[src/sv/tlb_pkg.sv]
// Shared types and constants for the translation lookaside buffer.
// Used by tlb_ctrl, tlb_datapath and tlb_lookup_fifo_lru; depends on nothing.
package tlb_pkg;

    // Configuration port
    localparam int CFG_IDX_W  = 1;
    localparam int CFG_DATA_W = 5;

    localparam logic [CFG_IDX_W-1:0] REG_ENTRIES_IN_USE   = 1'b0;
    localparam logic [CFG_IDX_W-1:0] REG_REPLACEMENT_MODE = 1'b1;

    localparam logic [CFG_DATA_W-1:0] ENTRIES_RESET = 5'd16;

    // Field codes
    localparam logic OP_LOOKUP = 1'b0;
    localparam logic OP_INSERT = 1'b1;
    localparam logic MODE_FIFO = 1'b0;
    localparam logic MODE_LRU  = 1'b1;

    localparam int TAG_W = 16;

    // One stored translation
    typedef struct packed {
        logic [TAG_W-1:0] frame;
        logic [TAG_W-1:0] page;
        logic [TAG_W-1:0] pid;
    } entry_t;

    typedef enum logic [2:0] {
        ST_IDLE,
        ST_DECODE,
        ST_SCAN,
        ST_RESP,
        ST_SHIFT,
        ST_APPEND
    } state_t;

    // Controller to datapath
    typedef struct packed {
        logic capture;      // latch the accepted request
        logic scan_start;   // rewind the read pointer for a search
        logic scan_step;    // read next entry, compare previous one
        logic evict_start;  // set up removal of the oldest entries
        logic lru_start;    // set up removal of the entry that hit
        logic shift_step;   // move one entry down over the gap
        logic shift_finish; // shrink the fill count by the gap size
        logic append;       // write the youngest entry
        logic load_out;     // load the result register
    } cmd_t;

    // Datapath to controller
    typedef struct packed {
        logic req_insert;
        logic cap_zero;
        logic empty;
        logic need_evict;
        logic scan_hit;
        logic scan_miss;
        logic shift_done;
        logic out_free;
        logic hit;
        logic lru_mode;
    } sts_t;

endpackage

[src/sv/tlb_lookup_fifo_lru.sv]
// Lookup over n held entries: searched oldest first, stopping at the first hit;
// an empty or disabled table misses unsearched; a result waits while the last one is unread.
// An LRU hit then shifts the younger entries down and re-appends the hit entry as youngest.
// Insert: appends; when full, the k oldest entries are evicted first. Dropped if disabled.
// One request at a time; one entry per cycle in search and shift. Uses tlb_ctrl, tlb_datapath.
// Sync active-low reset: fill count zero (no memory sweep), entries_in_use 16, FIFO mode.
module tlb_lookup_fifo_lru
    import tlb_pkg::*;
#(
    parameter int TLB_DEPTH = 16
) (
    input  logic                  aclk,
    input  logic                  aresetn,
    input  logic                  cfg_wr_en,
    input  logic [CFG_IDX_W-1:0]  cfg_index,
    input  logic [CFG_DATA_W-1:0] cfg_wdata,
    input  logic                  s_tvalid,
    output logic                  s_tready,
    input  logic [47:0]           s_tdata,   // process_id, page_number, frame_number
    input  logic [0:0]            s_tuser,   // operation
    output logic                  m_tvalid,
    input  logic                  m_tready,
    output logic [15:0]           m_tdata,   // found_frame
    output logic [0:0]            m_tuser    // hit
);

    cmd_t cmd;
    sts_t sts;

    tlb_ctrl u_ctrl (
        .aclk     (aclk),
        .aresetn  (aresetn),
        .s_tvalid (s_tvalid),
        .s_tready (s_tready),
        .sts      (sts),
        .cmd      (cmd)
    );

    tlb_datapath #(
        .TLB_DEPTH (TLB_DEPTH)
    ) u_datapath (
        .aclk      (aclk),
        .aresetn   (aresetn),
        .cfg_wr_en (cfg_wr_en),
        .cfg_index (cfg_index),
        .cfg_wdata (cfg_wdata),
        .s_tdata   (s_tdata),
        .s_tuser   (s_tuser),
        .m_tvalid  (m_tvalid),
        .m_tready  (m_tready),
        .m_tdata   (m_tdata),
        .m_tuser   (m_tuser),
        .cmd       (cmd),
        .sts       (sts)
    );

    // Never overwrite a result that is still waiting
    a_no_overwrite: assert property (@(posedge aclk) disable iff (!aresetn)
        cmd.load_out |-> (!m_tvalid || m_tready))
        else $error("result register loaded while occupied");

    // Memory and pointer operations never overlap
    a_one_op: assert property (@(posedge aclk) disable iff (!aresetn)
        $onehot0({cmd.scan_step, cmd.shift_step, cmd.append, cmd.load_out}))
        else $error("overlapping datapath operations");

    // An accepted request blocks the input until it is processed
    a_busy_after_accept: assert property (@(posedge aclk) disable iff (!aresetn)
        (s_tvalid && s_tready) |=> !s_tready)
        else $error("input ready right after an accepted request");

    // A result is only loaded after a lookup request
    a_result_for_lookup: assert property (@(posedge aclk) disable iff (!aresetn)
        cmd.load_out |-> !sts.req_insert)
        else $error("result produced for an insert request");

endmodule

[src/sv/tlb_ctrl.sv]
// Sequencer for the translation lookaside buffer: decode, search, respond, shift, append.
// Depends on tlb_pkg; drives tlb_datapath through cmd_t and reads sts_t.
module tlb_ctrl
    import tlb_pkg::*;
(
    input  logic aclk,
    input  logic aresetn,
    input  logic s_tvalid,
    output logic s_tready,
    input  sts_t sts,
    output cmd_t cmd
);

    state_t state_reg, state_next;

    // State register
    always_ff @(posedge aclk) begin
        if (!aresetn) begin
            state_reg <= ST_IDLE;
        end else begin
            state_reg <= state_next;
        end
    end

    // Next state
    always_comb begin
        state_next = state_reg;
        unique case (state_reg)
            ST_IDLE: begin
                if (s_tvalid) state_next = ST_DECODE;
            end
            ST_DECODE: begin
                if (sts.req_insert) begin
                    if (sts.cap_zero)        state_next = ST_IDLE;
                    else if (sts.need_evict) state_next = ST_SHIFT;
                    else                     state_next = ST_APPEND;
                end else begin
                    if (sts.cap_zero || sts.empty) state_next = ST_RESP;
                    else                           state_next = ST_SCAN;
                end
            end
            ST_SCAN: begin
                if (sts.scan_hit || sts.scan_miss) state_next = ST_RESP;
            end
            ST_RESP: begin
                if (sts.out_free) begin
                    if (sts.hit && sts.lru_mode == MODE_LRU) state_next = ST_SHIFT;
                    else                                     state_next = ST_IDLE;
                end
            end
            ST_SHIFT: begin
                if (sts.shift_done) state_next = ST_APPEND;
            end
            ST_APPEND: begin
                state_next = ST_IDLE;
            end
            default: state_next = ST_IDLE;
        endcase
    end

    // Outputs
    always_comb begin
        cmd      = '0;
        s_tready = 1'b0;
        unique case (state_reg)
            ST_IDLE: begin
                s_tready    = 1'b1;
                cmd.capture = s_tvalid;
            end
            ST_DECODE: begin
                cmd.scan_start  = !sts.req_insert && !sts.cap_zero && !sts.empty;
                cmd.evict_start = sts.req_insert && !sts.cap_zero && sts.need_evict;
            end
            ST_SCAN: begin
                cmd.scan_step = 1'b1;
            end
            ST_RESP: begin
                cmd.load_out  = sts.out_free;
                cmd.lru_start = sts.out_free && sts.hit && sts.lru_mode == MODE_LRU;
            end
            ST_SHIFT: begin
                cmd.shift_step   = 1'b1;
                cmd.shift_finish = sts.shift_done;
            end
            ST_APPEND: begin
                cmd.append = 1'b1;
            end
            default: begin
                cmd = '0;
            end
        endcase
    end

endmodule

[src/sv/tlb_datapath.sv]
// Datapath of the translation lookaside buffer: entry memory, fill count, pointers,
// configuration registers and the result register. Depends on tlb_pkg.
module tlb_datapath
    import tlb_pkg::*;
#(
    parameter int TLB_DEPTH = 16
) (
    input  logic                  aclk,
    input  logic                  aresetn,
    input  logic                  cfg_wr_en,
    input  logic [CFG_IDX_W-1:0]  cfg_index,
    input  logic [CFG_DATA_W-1:0] cfg_wdata,
    input  logic [47:0]           s_tdata,
    input  logic [0:0]            s_tuser,
    output logic                  m_tvalid,
    input  logic                  m_tready,
    output logic [15:0]           m_tdata,
    output logic [0:0]            m_tuser,
    input  cmd_t                  cmd,
    output sts_t                  sts
);

    localparam int AW = (TLB_DEPTH > 1) ? $clog2(TLB_DEPTH) : 1;
    localparam int CW = $clog2(TLB_DEPTH + 1);
    localparam int XW = (CW > CFG_DATA_W) ? CW : CFG_DATA_W;
    localparam logic [XW-1:0] DEPTH_X = XW'(TLB_DEPTH);
    localparam logic [CW-1:0] DEPTH_C = CW'(TLB_DEPTH);
    localparam logic [CW-1:0] ONE_C   = CW'(1);

    entry_t mem [TLB_DEPTH];

    logic [CFG_DATA_W-1:0] entries_reg;
    logic                  mode_reg;

    logic                  req_op_reg;
    entry_t                req_reg;

    logic [CW-1:0] count_reg;
    logic [CW-1:0] ptr_reg;
    logic [CW-1:0] pend_pos_reg;
    logic          pend_reg;
    logic [CW-1:0] gap_reg;
    entry_t        rd_data_reg;

    logic          hit_reg;
    logic [15:0]   hit_frame_reg;
    logic [CW-1:0] hit_pos_reg;

    logic          out_valid_reg;
    logic          out_hit_reg;
    logic [15:0]   out_frame_reg;

    logic [CW-1:0] cap;
    logic [CW-1:0] evict_gap;
    logic          rd_en;
    logic          match;
    logic          shift_wr;
    logic [CW-1:0] shift_dst;
    entry_t        app_entry;

    // Effective capacity saturates at the table depth
    always_comb begin
        if (XW'(entries_reg) > DEPTH_X) cap = DEPTH_C;
        else                            cap = CW'(entries_reg);
    end

    assign evict_gap = count_reg - cap + ONE_C;
    assign rd_en     = (cmd.scan_step || cmd.shift_step) && (ptr_reg < count_reg);
    assign match     = pend_reg && rd_data_reg.pid == req_reg.pid
                       && rd_data_reg.page == req_reg.page;
    assign shift_wr  = cmd.shift_step && pend_reg;
    assign shift_dst = pend_pos_reg - gap_reg;

    always_comb begin
        app_entry      = req_reg;
        app_entry.frame = (req_op_reg == OP_INSERT) ? req_reg.frame : hit_frame_reg;
    end

    // Configuration registers
    always_ff @(posedge aclk) begin
        if (!aresetn) begin
            entries_reg <= ENTRIES_RESET;
            mode_reg    <= MODE_FIFO;
        end else if (cfg_wr_en) begin
            unique case (cfg_index)
                REG_ENTRIES_IN_USE:   entries_reg <= cfg_wdata;
                REG_REPLACEMENT_MODE: mode_reg    <= cfg_wdata[0];
                default: ;
            endcase
        end
    end

    // Request capture and search result
    always_ff @(posedge aclk) begin
        if (cmd.capture) begin
            req_op_reg    <= s_tuser[0];
            req_reg.pid   <= s_tdata[15:0];
            req_reg.page  <= s_tdata[31:16];
            req_reg.frame <= s_tdata[47:32];
            hit_reg       <= 1'b0;
            hit_frame_reg <= '0;
        end else if (cmd.scan_step && match) begin
            hit_reg       <= 1'b1;
            hit_frame_reg <= rd_data_reg.frame;
            hit_pos_reg   <= pend_pos_reg;
        end
    end

    // Entry memory: one read and one write port
    always_ff @(posedge aclk) begin
        if (rd_en) begin
            rd_data_reg <= mem[ptr_reg[AW-1:0]];
        end
        if (shift_wr) begin
            mem[shift_dst[AW-1:0]] <= rd_data_reg;
        end else if (cmd.append) begin
            mem[count_reg[AW-1:0]] <= app_entry;
        end
    end

    // Pointers, gap size and fill count
    always_ff @(posedge aclk) begin
        if (!aresetn) begin
            count_reg <= '0;
            pend_reg  <= 1'b0;
        end else begin
            if (cmd.scan_start) begin
                ptr_reg  <= '0;
                pend_reg <= 1'b0;
            end else if (cmd.evict_start) begin
                ptr_reg  <= evict_gap;
                gap_reg  <= evict_gap;
                pend_reg <= 1'b0;
            end else if (cmd.lru_start) begin
                ptr_reg  <= hit_pos_reg + ONE_C;
                gap_reg  <= ONE_C;
                pend_reg <= 1'b0;
            end else if (cmd.scan_step || cmd.shift_step) begin
                pend_reg <= rd_en;
                if (rd_en) begin
                    ptr_reg      <= ptr_reg + ONE_C;
                    pend_pos_reg <= ptr_reg;
                end
            end
            if (cmd.shift_finish) begin
                count_reg <= count_reg - gap_reg;
            end else if (cmd.append) begin
                count_reg <= count_reg + ONE_C;
            end
        end
    end

    // Result register: hold until taken
    always_ff @(posedge aclk) begin
        if (!aresetn) begin
            out_valid_reg <= 1'b0;
        end else if (cmd.load_out) begin
            out_valid_reg <= 1'b1;
        end else if (m_tready) begin
            out_valid_reg <= 1'b0;
        end
    end

    always_ff @(posedge aclk) begin
        if (cmd.load_out) begin
            out_hit_reg   <= hit_reg;
            out_frame_reg <= hit_frame_reg;
        end
    end

    assign m_tvalid   = out_valid_reg;
    assign m_tdata    = out_frame_reg;
    assign m_tuser[0] = out_hit_reg;

    // Status
    always_comb begin
        sts            = '0;
        sts.req_insert = (req_op_reg == OP_INSERT);
        sts.cap_zero   = (cap == '0);
        sts.empty      = (count_reg == '0);
        sts.need_evict = (count_reg >= cap);
        sts.scan_hit   = match;
        sts.scan_miss  = (ptr_reg >= count_reg) && !match;
        sts.shift_done = (ptr_reg >= count_reg) && !pend_reg;
        sts.out_free   = !out_valid_reg || m_tready;
        sts.hit        = hit_reg;
        sts.lru_mode   = mode_reg;
    end

endmodule

[config.mk]
export PLATFORM = sky130hd
export DESIGN_NAME = tlb_lookup_fifo_lru
export DESIGN_NICKNAME = d
export VERILOG_FILES = /design/src/sv/tlb_pkg.sv /design/src/sv/tlb_lookup_fifo_lru.sv /design/src/sv/tlb_ctrl.sv /design/src/sv/tlb_datapath.sv
export SDC_FILE = /design/constraint.sdc
export NUM_CORES = 1
export LEC_CHECK = 0
export BUFFER_PORTS_ARGS = -buffer_cell sky130_fd_sc_hd__buf_2
export CORE_MARGIN = 2
export CORE_UTILIZATION = 35
export DETAILED_ROUTE_END_ITERATION = 12
export PLACE_DENSITY_LB_ADDON = 0.1
export REMOVE_ABC_BUFFERS = 1
export SYNTH_ARGS = -nofsm -noshare
export SYNTH_HDL_FRONTEND = slang
export SYNTH_SLANG_ARGS = --single-unit
[constraint.sdc]
create_clock -name aclk -period 7.29 [get_ports aclk]
set_input_delay 2.187 -clock aclk [delete_from_list [all_inputs] [get_ports aclk]]
set_output_delay 2.187 -clock aclk [all_outputs]
set_load 0.05 [all_outputs]
Word-level counts from Yosys, hierarchy flattened
Memory sizes are Yosys's and may differ from the RTL's. A register that Yosys moved wholly into a read port is not among the register bits.
Index checks and enable logic that the tools add are counted.
{ "word_totals": {"wordCells": 127, "reg_bits": 119, "n_memories": 1, "ramBits": 768} }
{ "memory_table": {"columns": ["memory", "depth", "word_bits", "read_ports", "rd_clocked_by_memory_dff", "wr", "line_no", "rtl"], "rows": [
  ["u_datapath.mem", 16, 48, 1, 1, 1, "tlb_datapath.sv:30", "entry_t mem [TLB_DEPTH];"]
]} }
{ "op_classes": {"n_lt_le_gt_ge": 4, "muxes": 39, "addsub": 7, "eq_ne": 11, "reduce_logical": 41, "bitwise_logic": 6} }
{ "ops": {"columns": ["cell", "n"], "rows": [
  ["$mux 48", 1],
  ["$reduce_or 48->1", 1],
  ["$mux 5", 9],
  ["$eq 16x16->1", 2],
  ["$mux 3", 7],
  ["$add 5x1->5 const B", 4],
  ["$mux 1", 18],
  ["$mux 16", 1],
  ["$pmux 3 s5", 1],
  ["$logic_and 1x1->1", 14],
  ["$ge 5x5->1", 2],
  ["$logic_not 5->1", 2],
  ["$sub 5x5->5", 2],
  ["$reduce_bool 4->1", 2],
  ["$eq 3x2->1 const B", 2],
  ["$eq 3x3->1 const B", 2],
  ["$logic_not 1->1", 6],
  ["$ne 2x1->1 const B", 3],
  ["$not 1->1", 6],
  ["$reduce_and 2->1", 3],
  ["$reduce_and 3->1", 2],
  ["$reduce_and 6->1", 1],
  ["$reduce_bool 2->1", 3],
  ["$gt 5x5->1 const B", 1],
  ["10 further kinds", 13]
]} }

Depth between registers and ports, before layout
{ "depth": {"word_depth": 9, "mapped_depth": 16, "depth_no_buf": 13} }

Modules after synthesis
A second synthesis with hierarchy kept.
{ "hier_totals": {"cells_unflattened": 1661, "hier_area_um2": 36399.9} }
{ "by_module_without_submodules": {"columns": ["module", "instances", "seq_area_each_um2", "area_per_inst_um2", "cells_per_inst"], "rows": [
  ["tlb_datapath", 1, 27686.6, 36092.1, 1620],
  ["tlb_ctrl", 1, 60.1, 307.8, 41]
]} }

Least setup slack after synthesis
OpenSTA, ideal clock, no wires.
{ "synth_timing": {"path_type": "register -> register", "from": "reg u_datapath.ptr_reg[0]", "to": "reg u_datapath.pend_pos_reg[0] (enable)", "path_stages_with_launch": 9, "t_arrival_ps": 5390, "path_slack_ps": 1517, "setup_time_ps": 384, "required_ps": 6906, "synth_period_minus_slack_ps": 5773, "path_cell_list": "edfxtp_1 clkbuf_1 buf_2 buf_2 inv_1 ha_1 nor2_1 nor3_1 nor4b_1"} }
{ "synth_between": {"elab_chain_len": 3} }
{ "synth_lines": {"columns": ["item", "line_no", "rtl"], "rows": [
  ["from (decl)", "tlb_datapath.sv:39", "logic [CW-1:0] ptr_reg;"],
  ["from (signal assigned)", "tlb_datapath.sv:131", "ptr_reg <= evict_gap;"],
  ["from (signal assigned)", "tlb_datapath.sv:135", "ptr_reg <= hit_pos_reg + ONE_C;"],
  ["from (signal assigned)", "tlb_datapath.sv:141", "ptr_reg <= ptr_reg + ONE_C;"],
  ["$lt 5x5->1", "tlb_datapath.sv:68", "assign rd_en = (cmd.scan_step || cmd.shift_step) && (ptr_reg < count_reg);"],
  ["$logic_and 1x1->1", "tlb_datapath.sv:68", null],
  ["via u_datapath.rd_en", "tlb_datapath.sv:55", "logic rd_en;"],
  ["$reduce_and 6->1 (no line)", null, null],
  ["to (signal assigned)", "tlb_datapath.sv:142", "pend_pos_reg <= ptr_reg;"],
  ["to (decl)", "tlb_datapath.sv:40", "logic [CW-1:0] pend_pos_reg;"]
]} }
The timed path passes the listed nets, and every way through them passes these cells.
A chain may end at the register's enable or synchronous reset.

Final worst setup path
{ "layout_timing": {"from": "reg u_ctrl.state_reg[0]", "to": "mem u_datapath.mem[10][14] (netlist name) (enable)"} }
{ "layout_between": {"elab_chain_len": 7, "word_cells_on_any_way": 13} }
{ "layout_lines": {"columns": ["item", "line_no", "rtl"], "rows": [
  ["from (decl)", "tlb_ctrl.sv:14", "state_t state_reg, state_next;"],
  ["from (signal assigned)", "tlb_ctrl.sv:21", "state_reg <= state_next;"],
  ["$eq 3x3->1", "tlb_ctrl.sv:65", "unique case (state_reg)"],
  ["$mux 1 / $mux 2 (equally long branches)", "tlb_ctrl.sv:65", null],
  ["$mux 1 / $logic_and 1x1->1 (equally long branches)", "tlb_datapath.sv:116, tlb_datapath.sv:71", null],
  ["$mux 1", "tlb_datapath.sv:114", "if (shift_wr) begin"],
  ["$mux 1 (implied by the code)", "tlb_datapath.sv:117", "mem[count_reg[AW-1:0]] <= app_entry;"],
  ["$reduce_or 48->1 (no line)", null, null],
  ["$mux 4 (no line) / $mux 1 (equally long branches)", null, null],
  ["to (decl)", "tlb_datapath.sv:30", null]
]} }
Parallel ways exist; a longest one is shown, timed or not.

==> results.toml <==
[power_and_ir_drop]
pwr-share-comb_pct = 4.4
total_leakage_power_uw = 0.01364
p_int_uw = 9100
p_sw_share_pct = 21.25
clockPowerShare_pct = 43.4
p_seq_share_pct = 52.2
power_density_nw_per_um2 = 275.4
power.switching_uw = 2455
peakVddDrop_mv = 0.1742
p_total_uw = 11550

[synth]
netlist_area_sq_um = 36330
synth_seq_area_share_pct = 76.37
synth.largest_area_cell = "edfxtp_1"
syn_inst = 1720
synth_top_area_share_pct = 74.55
synth_edf_count = 902
synth_area_leaders = "edfxtp_1 75%, mux4_2 15%, dfxtp_1 1.8%"
ys_async_sr_fraction_pct = 0
avgSynthCellArea_sq_um = 21.12
yosysMostFrequentCell = "edfxtp_1"
synth_seq_cells = 935
ys.flop_type = "edfxtp_1"
ys_warn_count = 0
synthTopCellsByCount = "902 x edfxtp_1, 240 x mux4_2, 144 x nand2_1"
ys_types = 55

[critical_path]
cp_slowest_cell = "nor2_4"
crit_start = "u_ctrl.state_reg[0]"
path_cells = "nor2b_1 -> and2_2 -> buf_4 -> nand2_1 -> o31ai_1 -> nand2_1 -> nor2_4 -> buf_4"
required_ns = 7.58
max_stage_delay_ns = 0.72
path_class = "flop to flop"
cp_max_fo = 39
start_kind = "flop"
arrival_ns = 4.35
ff2ff_path_depth = 8
reg2reg_from = "u_ctrl.state_reg[0]"
crit_path_end_kind = "flop"

[placement]
gp_congestion = 0.7445
hpwl_um = 45040
dpl_worst_slack_ns = 2.891
place_area_sq_um = 38700
io_buffers = 78

[worst_hold_path]
worstHoldStart = "u_datapath.pend_pos_reg[4]"
hp-class = "flop to flop"
hold_depth = 0

[sta]
hold_ws_ns = 0.4493
tightest_slew_ns = 1.154
final-max-slew-violation-count = 0
fmax_ghz = 0.2461
worst_slack_ns = 3.227
fin_skew_ns = 0.02175
rsz0062_at_grt = "no"
setup_violations = 0
fin_crit_sh_pct = 55.74
relSlewSlack_pct = 23.09
finalHoldViolCount = 0
post-route-min-period_ns = 4.063

[drt]
drc = 0
wirelength_um = 86720
drt_pre_antenna_iters = 5
wl_per_cell_um = 25.92
via_count = 17044
ant_nets = 0
first_iter_violations = 1475
via_per_inst = 5.094

[clock_network]
path_clk_slew_ns = 0.07
cts_max_level = 3
tritoncts = "built"
clock_sinks = 935
clk_latency_ns = 0.67
cts_setup_buffers = 0
cts_buffer_depth = 3
clockRootBuffer = "clkbuf_16"
ctsResizeCount = 0
holdBufCountCts = 0
cts_buffers = 104

[floorplan]
start_util_pct = 35.21
dieArea_sq_um = 106400
rows = 118
coreArea_sq_um = 103200
ioPinCount = 79
chipHeight_um = 326.2
dieWidth_um = 326.2

[layout]
num_antenna_cells = 0
final_area_sq_um = 41950
largest_reg_flops = 768
drive_above_1_share_pct = 27.57
area_delta_synth_final_pct = 15.46
fillers = 9076
final_nets = 1968

[status]
run_status = "completed"

[global_routing]
antenna_found_initial = 2
gr-total-overflow = 0
grt_pass1_vias = 18102
grt_first_pass_wirelength_um = 126900
grt_use_total_pct = 16.49
grt_max_degree = 137

[flow_run]
cap_viol_max_count = 0
==> layout by cell type, fill, tap and decap left out, types with 3 or more instances in the layout <==
cell       instances
nor4_1            10
nor2_1            32
xnor2_1           10
nor3_1             3
nor2b_1           10
fa_1               3
a21boi_0           4
clkbuf_16        108
mux2i_1           39
buf_2             78
nand2_1          143
nand3_1           12
xor2_1            35
ha_1              23
nor3b_1            3
buf_4             56
nand2b_1           7
clkinv_1          22
mux4_2           240
o21ai_0           28
clkinv_2          16
nor2_4            16
clkbuf_1          30
and2_1             4
inv_1             26
dfxtp_1           33
edfxtp_1         902
bufinv_16          6
a21oi_1            9
==> final timing paths <==
| path | end | slack, ns |
|---|---|---|
| worst min register to register | u_datapath.hit_pos_reg[4] | 0.45 |
| worst max-delay path | u_datapath.mem[10][14] | 3.23 |
| worst min-delay path | u_datapath.hit_pos_reg[4] | 0.45 |
| worst max register to register | u_datapath.mem[10][14] | 3.23 |
==> power groups by stage <==
stage	clock network (uW)	logic (uW)	registers [uW]
2_1_floorplan	0	319	6170
3_3_place_gp	0	519	6150
3_5_place_dp	0	527	6150
4_1_cts	5160	528	6040
5_1_grt	5370	563	6040
6_report	5010	510	6040
==> worst max-delay path: cells and delay by family (launching register included) <==
| family | cells | cell delay, ns |
|---|---|---|
| buffers and inverters | 2 | 1.24 |
| DFF | 1 | 0.44 |
| and+or+nand+nor | 5 | 1.84 |
| AOI/OAI and AO/OA | 1 | 0.13 |
==> routing by layer <==
layer  global-route usage [%]  part of all wire, %  vias up
li1                         -                    -     7359
met5                        0                    0        -
met3                    2.612                  3.7      135
met4                    4.458                  2.4        0
met2                    26.92                   49      361
met1                    23.03                   45     9189
==> cell families (layout without fill, tap and decap cells) <==
logic type | after synthesis | count (layout) | share of synthesized area [%]
muxes | 281 | 281 | 16.01
and+or+nand+nor | 263 | 263 | 3.223
AOI/OAI and AO/OA | 63 | 63 | 1.095
xor gates and xnor gates | 45 | 45 | 1.085
DFF | 935 | 935 | 76.37
buffers and inverters | 106 | 352 | 1.229
adders and majority gates | 27 | 27 | 0.9849
==> cell type report <==
class / count / area (sq um) / area share, %
clock buffer: 140 / 2843 / 6.777
clock inverter: 50 / 400.4 / 0.9545
inverter: 26 / 97.59 / 0.2326
multi-input combinational: 679 / 8284 / 19.75
sequential: 935 / 27750 / 66.14
tap: 1380 / 1727 / 4.116
timing repair buffer: 136 / 850.8 / 2.028
==> through the flow <==
| step | TNS, ns | utilization (%) | instances |
|---|---|---|---|
| final | 0 | 40.65 | 3346 |
| after global routing | 0 | 40.65 | 3346 |
| after CTS | 0 | 40.64 | 3346 |
| after detailed placement | 0 | 37.50 | 3156 |
| after global placement | 0 | 37.50 | 3156 |
| after floorplan | -204.09 | - | 1640 |
Note: power is estimated with default switching activity, not from simulation.
